### src/sv/nlsc_pkg.sv
// Package for the noise LFSR sound channel: operation codes, register offsets,
// LFSR constants and the transaction structs. No dependencies.
`timescale 1ns / 1ps
`default_nettype none

package nlsc_pkg;

  typedef enum logic [1:0] {
    OP_TICK  = 2'd0,
    OP_WRITE = 2'd1,
    OP_READ  = 2'd2
  } op_t;

  localparam logic [2:0] OFF_ENV  = 3'd1;
  localparam logic [2:0] OFF_POLY = 3'd4;
  localparam logic [2:0] OFF_CTRL = 3'd5;

  localparam int unsigned LFSR_W = 15;

  localparam logic [LFSR_W-1:0] TAP_LONG   = 15'h6000;
  localparam logic [LFSR_W-1:0] TAP_SHORT  = 15'h0060;
  localparam logic [LFSR_W-1:0] SEED_LONG  = 15'h4000;
  localparam logic [LFSR_W-1:0] SEED_SHORT = 15'h0040;

  localparam logic [7:0] LEN_EN_READ = 8'h40;

  localparam int unsigned IN_DATA_W  = 16;
  localparam int unsigned OUT_DATA_W = 24;

  typedef struct packed {
    op_t        op;
    logic [2:0] reg_offset;
    logic [7:0] write_byte;
  } in_item_t;

  typedef struct packed {
    logic [7:0]        read_byte;
    logic signed [7:0] sample_out;
    logic              channel_on;
  } out_item_t;

endpackage

`default_nettype wire

### src/sv/noise_lfsr_sound_channel.sv
// Top level of the noise LFSR sound channel: input register, channel core and
// result register. Depends on nlsc_pkg and nlsc_core.
//
//   channel   direction  tdata                                  tuser
//   s_axis    in         reg_offset[2:0] write_byte[10:3]       op[1:0]
//   m_axis    out        read_byte[7:0] sample_out[15:8]
//                        channel_on[16]                         -
//
// One transaction per cycle sustained while m_axis does not stall; the input
// is captured in the input register, then the core update is written into the
// result register, which raises m_axis_tvalid.
// The core state and the result register advance together, so a stall on
// m_axis holds the input register and, while it is full, deasserts s_axis_tready.
// rst is synchronous and clears all channel state and both valid flags.
`timescale 1ns / 1ps
`default_nettype none

module noise_lfsr_sound_channel (
  input  wire logic                              clk,
  input  wire logic                              rst,
  input  wire logic                              s_axis_tvalid,
  output logic                                   s_axis_tready,
  // reg_offset[2:0], write_byte[10:3], zero pad
  input  wire logic [nlsc_pkg::IN_DATA_W-1:0]    s_axis_tdata,
  input  wire logic [1:0]                        s_axis_tuser,  // op[1:0]
  output logic                                   m_axis_tvalid,
  input  wire logic                              m_axis_tready,
  // read_byte[7:0], sample_out[15:8], channel_on[16], zero pad
  output logic [nlsc_pkg::OUT_DATA_W-1:0]        m_axis_tdata
);

  logic                 in_valid;
  nlsc_pkg::in_item_t   in_item;
  logic                 out_valid;
  nlsc_pkg::out_item_t  out_item;
  nlsc_pkg::out_item_t  core_result;
  logic                 step;

  assign step          = in_valid && (!out_valid || m_axis_tready);
  assign s_axis_tready = !in_valid || step;

  always_ff @(posedge clk) begin
    if (rst) begin
      in_valid <= 1'b0;
    end else if (s_axis_tready) begin
      in_valid <= s_axis_tvalid;
    end
  end

  always_ff @(posedge clk) begin
    if (s_axis_tready && s_axis_tvalid) begin
      in_item.op         <= nlsc_pkg::op_t'(s_axis_tuser);
      in_item.reg_offset <= s_axis_tdata[2:0];
      in_item.write_byte <= s_axis_tdata[10:3];
    end
  end

  nlsc_core u_core (
    .clk    (clk),
    .rst    (rst),
    .step   (step),
    .item   (in_item),
    .result (core_result)
  );

  always_ff @(posedge clk) begin
    if (rst) begin
      out_valid <= 1'b0;
    end else if (step) begin
      out_valid <= 1'b1;
    end else if (m_axis_tready) begin
      out_valid <= 1'b0;
    end
  end

  always_ff @(posedge clk) begin
    if (step) begin
      out_item <= core_result;
    end
  end

  assign m_axis_tvalid = out_valid;
  assign m_axis_tdata  = {7'd0, out_item.channel_on, out_item.sample_out, out_item.read_byte};

endmodule

`default_nettype wire

### src/sv/nlsc_core.sv
// Channel state and single-pass update for one transaction.
// Depends on nlsc_pkg.
`timescale 1ns / 1ps
`default_nettype none

module nlsc_core (
  input  wire logic             clk,
  input  wire logic             rst,
  input  wire logic             step,
  input  wire nlsc_pkg::in_item_t  item,
  output nlsc_pkg::out_item_t      result
);

  logic [nlsc_pkg::LFSR_W-1:0] shift_reg, shift_reg_next;
  logic       short_mode, short_mode_next;
  logic [2:0] clock_ratio, clock_ratio_next;
  logic [3:0] clock_shift, clock_shift_next;
  logic [2:0] env_period, env_period_next;
  logic       env_rising, env_rising_next;
  logic [3:0] env_start_volume, env_start_volume_next;
  logic [3:0] env_volume, env_volume_next;
  logic       env_running, env_running_next;
  logic       dac_on, dac_on_next;
  logic       enabled, enabled_next;
  logic       length_enable, length_enable_next;
  logic [7:0] held_sample, held_sample_next;

  logic [7:0] read_data;
  logic [4:0] zvol;
  logic [7:0] mag;
  logic [nlsc_pkg::LFSR_W-1:0] shifted;

  always_comb begin
    shift_reg_next        = shift_reg;
    short_mode_next       = short_mode;
    clock_ratio_next      = clock_ratio;
    clock_shift_next      = clock_shift;
    env_period_next       = env_period;
    env_rising_next       = env_rising;
    env_start_volume_next = env_start_volume;
    env_volume_next       = env_volume;
    env_running_next      = env_running;
    dac_on_next           = dac_on;
    enabled_next          = enabled;
    length_enable_next    = length_enable;
    held_sample_next      = held_sample;
    read_data             = 8'd0;
    zvol                  = {1'b0, env_volume};
    mag                   = {1'b0, env_volume, 3'b000};
    shifted               = {1'b0, shift_reg[nlsc_pkg::LFSR_W-1:1]};

    case (item.op)
      nlsc_pkg::OP_TICK: begin
        if (!enabled) begin
          held_sample_next = 8'd0;
        end else begin
          if (shift_reg[0]) begin
            shift_reg_next = shifted ^ (short_mode ? nlsc_pkg::TAP_SHORT
                                                   : nlsc_pkg::TAP_LONG);
            held_sample_next = mag;
          end else begin
            shift_reg_next   = shifted;
            held_sample_next = 8'd0 - mag;
          end
          if (!dac_on) begin
            held_sample_next = 8'd0;
          end
        end
      end
      nlsc_pkg::OP_WRITE: begin
        case (item.reg_offset)
          nlsc_pkg::OFF_ENV: begin
            env_period_next       = item.write_byte[2:0];
            env_rising_next       = item.write_byte[3];
            env_start_volume_next = item.write_byte[7:4];
            dac_on_next           = item.write_byte[7:3] != 5'd0;
            if (item.write_byte[7:3] == 5'd0) begin
              enabled_next = 1'b0;
            end
            // zombie-mode volume adjustment, using the old period and direction
            if (env_period == 3'd0 && env_running) begin
              zvol = zvol + 5'd1;
            end else if (!env_rising) begin
              zvol = zvol + 5'd2;
            end
            if (env_rising != item.write_byte[3]) begin
              zvol = 5'd16 - zvol;
            end
            env_volume_next = zvol[3:0];
          end
          nlsc_pkg::OFF_POLY: begin
            clock_ratio_next = item.write_byte[2:0];
            short_mode_next  = item.write_byte[3];
            clock_shift_next = item.write_byte[7:4];
          end
          nlsc_pkg::OFF_CTRL: begin
            length_enable_next = item.write_byte[6];
            if (dac_on && item.write_byte[7]) begin
              shift_reg_next   = short_mode ? nlsc_pkg::SEED_SHORT : nlsc_pkg::SEED_LONG;
              enabled_next     = 1'b1;
              env_volume_next  = env_start_volume;
              env_running_next = 1'b1;
            end
          end
          default: begin
          end
        endcase
      end
      nlsc_pkg::OP_READ: begin
        case (item.reg_offset)
          nlsc_pkg::OFF_ENV:  read_data = {env_start_volume, env_rising, env_period};
          nlsc_pkg::OFF_POLY: read_data = {clock_shift, short_mode, clock_ratio};
          nlsc_pkg::OFF_CTRL: read_data = length_enable ? nlsc_pkg::LEN_EN_READ : 8'd0;
          default:            read_data = 8'd0;
        endcase
      end
      default: begin
      end
    endcase

    result.read_byte  = read_data;
    result.sample_out = held_sample_next;
    result.channel_on = enabled_next;
  end

  always_ff @(posedge clk) begin
    if (rst) begin
      shift_reg        <= '0;
      short_mode       <= 1'b0;
      clock_ratio      <= 3'd0;
      clock_shift      <= 4'd0;
      env_period       <= 3'd0;
      env_rising       <= 1'b0;
      env_start_volume <= 4'd0;
      env_volume       <= 4'd0;
      env_running      <= 1'b0;
      dac_on           <= 1'b0;
      enabled          <= 1'b0;
      length_enable    <= 1'b0;
      held_sample      <= 8'd0;
    end else if (step) begin
      shift_reg        <= shift_reg_next;
      short_mode       <= short_mode_next;
      clock_ratio      <= clock_ratio_next;
      clock_shift      <= clock_shift_next;
      env_period       <= env_period_next;
      env_rising       <= env_rising_next;
      env_start_volume <= env_start_volume_next;
      env_volume       <= env_volume_next;
      env_running      <= env_running_next;
      dac_on           <= dac_on_next;
      enabled          <= enabled_next;
      length_enable    <= length_enable_next;
      held_sample      <= held_sample_next;
    end
  end

endmodule

`default_nettype wire
### config.mk
export PLATFORM = sky130hd
export DESIGN_NAME = noise_lfsr_sound_channel
export DESIGN_NICKNAME = d
export VERILOG_FILES = /design/src/sv/nlsc_pkg.sv /design/src/sv/noise_lfsr_sound_channel.sv /design/src/sv/nlsc_core.sv
export SDC_FILE = /design/constraint.sdc
export NUM_CORES = 1
export LEC_CHECK = 0
export BUFFER_PORTS_ARGS = -buffer_cell sky130_fd_sc_hd__buf_4
export CORE_MARGIN = 8
export CORE_UTILIZATION = 60
export DETAILED_ROUTE_END_ITERATION = 16
export PLACE_DENSITY = 0.83
export SETUP_SLACK_MARGIN = 0.5
export SYNTH_ARGS = -nofsm -noshare
export SYNTH_HDL_FRONTEND = slang
export SYNTH_HIERARCHICAL = 1
export SYNTH_SLANG_ARGS = --single-unit
### constraint.sdc
create_clock -name clk -period 7.1 [get_ports clk]
set_clock_uncertainty 0.15 [all_clocks]
set_input_delay 1.065 -clock clk [delete_from_list [all_inputs] [get_ports clk]]
set_output_delay 1.065 -clock clk [all_outputs]
set_load 0.01 [all_outputs]
==> metrics.txt <==
outcome finished, final reports clean; DP HPWL 4880 µm; Row Count 28; asr flop ratio synth 0%; cell area after synthesis 3550 µm²; 1st-iter DRT viols 174; Avg Cell Area, Syn 9.58 µm²; Synth Instances 371; Leak 0.00147 µW; Seq pwr share 54.3%; yosys warns 6; Tcrit/Tclk final 48.5%; drt pass-1 iters 5; Final ANT Viol Nets 0; num ports 48; CTS Sinks 79; H-tree depth 3; root buf cell clkbuf_8; RSZ-0062 raised after global routing no; Yosys top cell by area dfxtp_1; initial core utilization 61.1%; Die Ht 93.0 µm; critical path required time 7.22 ns; Hold Crit Class reg -> reg; clk buf depth 2; post-cts gate resize count 0; number of enable flip-flop cells after synthesis 30; critical path class in -> reg; initial antenna violation count 0; Final min period 3.44 ns; CP Launch Type primary input; ys flop type dfxtp_1; core area 5820 µm²; ratio of cells with drive above 1 in the final layout 16.1%; largest net degree at the start of global routing 49; Num CTS Buffers 9; most frequent cells in the layout dfxtp_1, nor2_1, nand2_1, buf_4, edfxtp_1; Crit. End Element flop; f_max 291 MHz; Diodes inserted 0; max FFs per register 17; Worst path top cell family by delay simple AND/OR/NAND/NOR gates; Critical Path, Cell by Cell buf_4, nand2b_1, and2_2, and4bb_2, and2_1, nor2b_1, nor2_1, a211oi_1; total negative slack 0 ns; share of the synthesized area in the top cell type 27.6%; Area contributors post-synth dfxtp_1, edfxtp_1, a22oi_1; PD cells 225 nW/µm²; synthesized flop and latch total 79; PortBufs 35; Internal Power 702 µW; via density per instance 5.88; GP Congestion 0.860; Remaining Overflow, GRT 0; total area of sequential cells 1880 µm²; CP max stage cell nor2b_1; PnR worst setup slack 3.66 ns; synth unique cells 53; footprint of the multi-input gates 1490 µm²; Hold Buf Count CTS 0; GRT Overall Usage 17.3%; Slew Limit Fails 0; Pwr Total 899 µW; Worst slew margin 48.5%; switching share of power 21.9%; DRC viols 0; Critical Path Fanout Max 28; Worst-Margin Slew 0.769 ns; critical path's largest stage delay 0.63 ns; vias in the first global route 2,606; clk_lat worst skew 0.36 ns; Max-cap violations 0; sequential area share after synthesis 52.9%; Hold Fails Final Rpt 0; Comb pwr share 5.0%; Critical Path AT 3.56 ns; Final setup viols 0; commonest non-fill, non-tap cell in the layout dfxtp_1; dpl ws 3.39 ns; WL per Instance 15.3 µm; fill cell count 480; Routed WL 7230 µm; Max IR drop VDD 0.154 mV; final net count 419; Die Wd 93.0 µm; Clock Power Share 40.8%; # Post-CTS Setup Buffers 0; Die ar. 8640 µm²; clk slew on worst S/H paths 0.08 ns; TritonCTS clock tree yes; CP bufs+invs 1; net switching power 197 µW; Syn-to-layout area delta 12.6%; Vias 2,774; first-pass GRT wire length 12,000 µm
-- cell families after synthesis --
group | synth area share, %
AND/OR/NAND/NOR | 19.8
AO/OA/AOI/OAI | 16.4
flip-flops | 52.9
buffers and inverters | 5.88
XOR/XNOR | 1.97
adder cells (fa/ha/maj) | 1.76
multiplexers | 1.13
other | 0.105
-- cells in the mapped netlist, types with 2 or more instances --
master	count
a21o_1	5
ha_1	5
nor2b_1	8
a41oi_1	2
or3_1	4
a211oi_1	2
a31oi_1	4
inv_1	10
o21ai_0	9
nand2b_1	2
mux2i_1	4
or2_2	3
buf_2	2
nand3_1	14
a21oi_1	27
and3_1	4
nor3_1	4
xnor2_1	5
nor2_1	43
buf_4	10
edfxtp_1	30
dfxtp_1	49
a22oi_1	23
o31ai_1	3
clkbuf_1	19
nand2_1	41
and2_1	7
nand4_1	2
o221ai_1	2
o211ai_1	3
xor2_1	3
-- layout make-up --
cell class	instances	area share [%]
clock inverter	3	1.16
clock buffer	13	4.50
sequential	79	47.0
tap	75	2.34
timing repair buffer	37	6.94
multi-input combinational	255	37.1
inverter	10	0.938
-- path summary, 6_finish.rpt --
check	start	end	slack, ns	depth (start not counted)
setup / recovery	m_axis_tready	u_core/dac_on$_SDFFE_PP0P_	3.66	8
hold / removal	u_core/shift_reg[13]$_SDFFE_PP0P_	u_core/shift_reg[13]$_SDFFE_PP0P_	0.31	2
hold reg to reg	u_core/shift_reg[13]$_SDFFE_PP0P_	u_core/shift_reg[13]$_SDFFE_PP0P_	0.31	2
setup reg to reg	m_axis_tvalid$_SDFFE_PP0P_	u_core/dac_on$_SDFFE_PP0P_	4.11	7
-- worst register-to-register path, delay by kind of cell, from the launching register on --
kind,cells,cell delay [ns]
DFF,1,0.35
AOI/OAI and AO/OA,1,0.23
and+or+nand+nor,6,2.18
-- stage by stage --
step,instance area (µm²),hold WS (ns),std cells,utilization (%)
floorplan,3580,0.271,377,-
global placement,3780,0.285,456,65.0
detailed placement,3780,0.293,456,65.0
CTS,4000,0.311,472,68.8
global route,4000,0.335,472,68.8
finish,4000,0.310,472,68.8
-- per-layer routing --
metal / wire length (µm) / GRT usage, % / up-vias
met1: 3070 / 20.4 / 1344
met5: 0 / 0 / -
met3: 410 / 4.25 / 14
met2: 3620 / 28.7 / 81
li1: - / - / 1335
met4: 131 / 8.86 / 0
-- power by group through the flow --
stage          Combinational (µW)  Sequential [µW]  Clock [µW]
6_report                     44.5              488         367
2_1_floorplan                28.7              497           0
3_5_place_dp                 44.5              498           0
3_3_place_gp                 43.4              498           0
4_1_cts                      44.8              488         370
5_1_grt                      48.9              489         388
(Power assumes the default switching activity.)
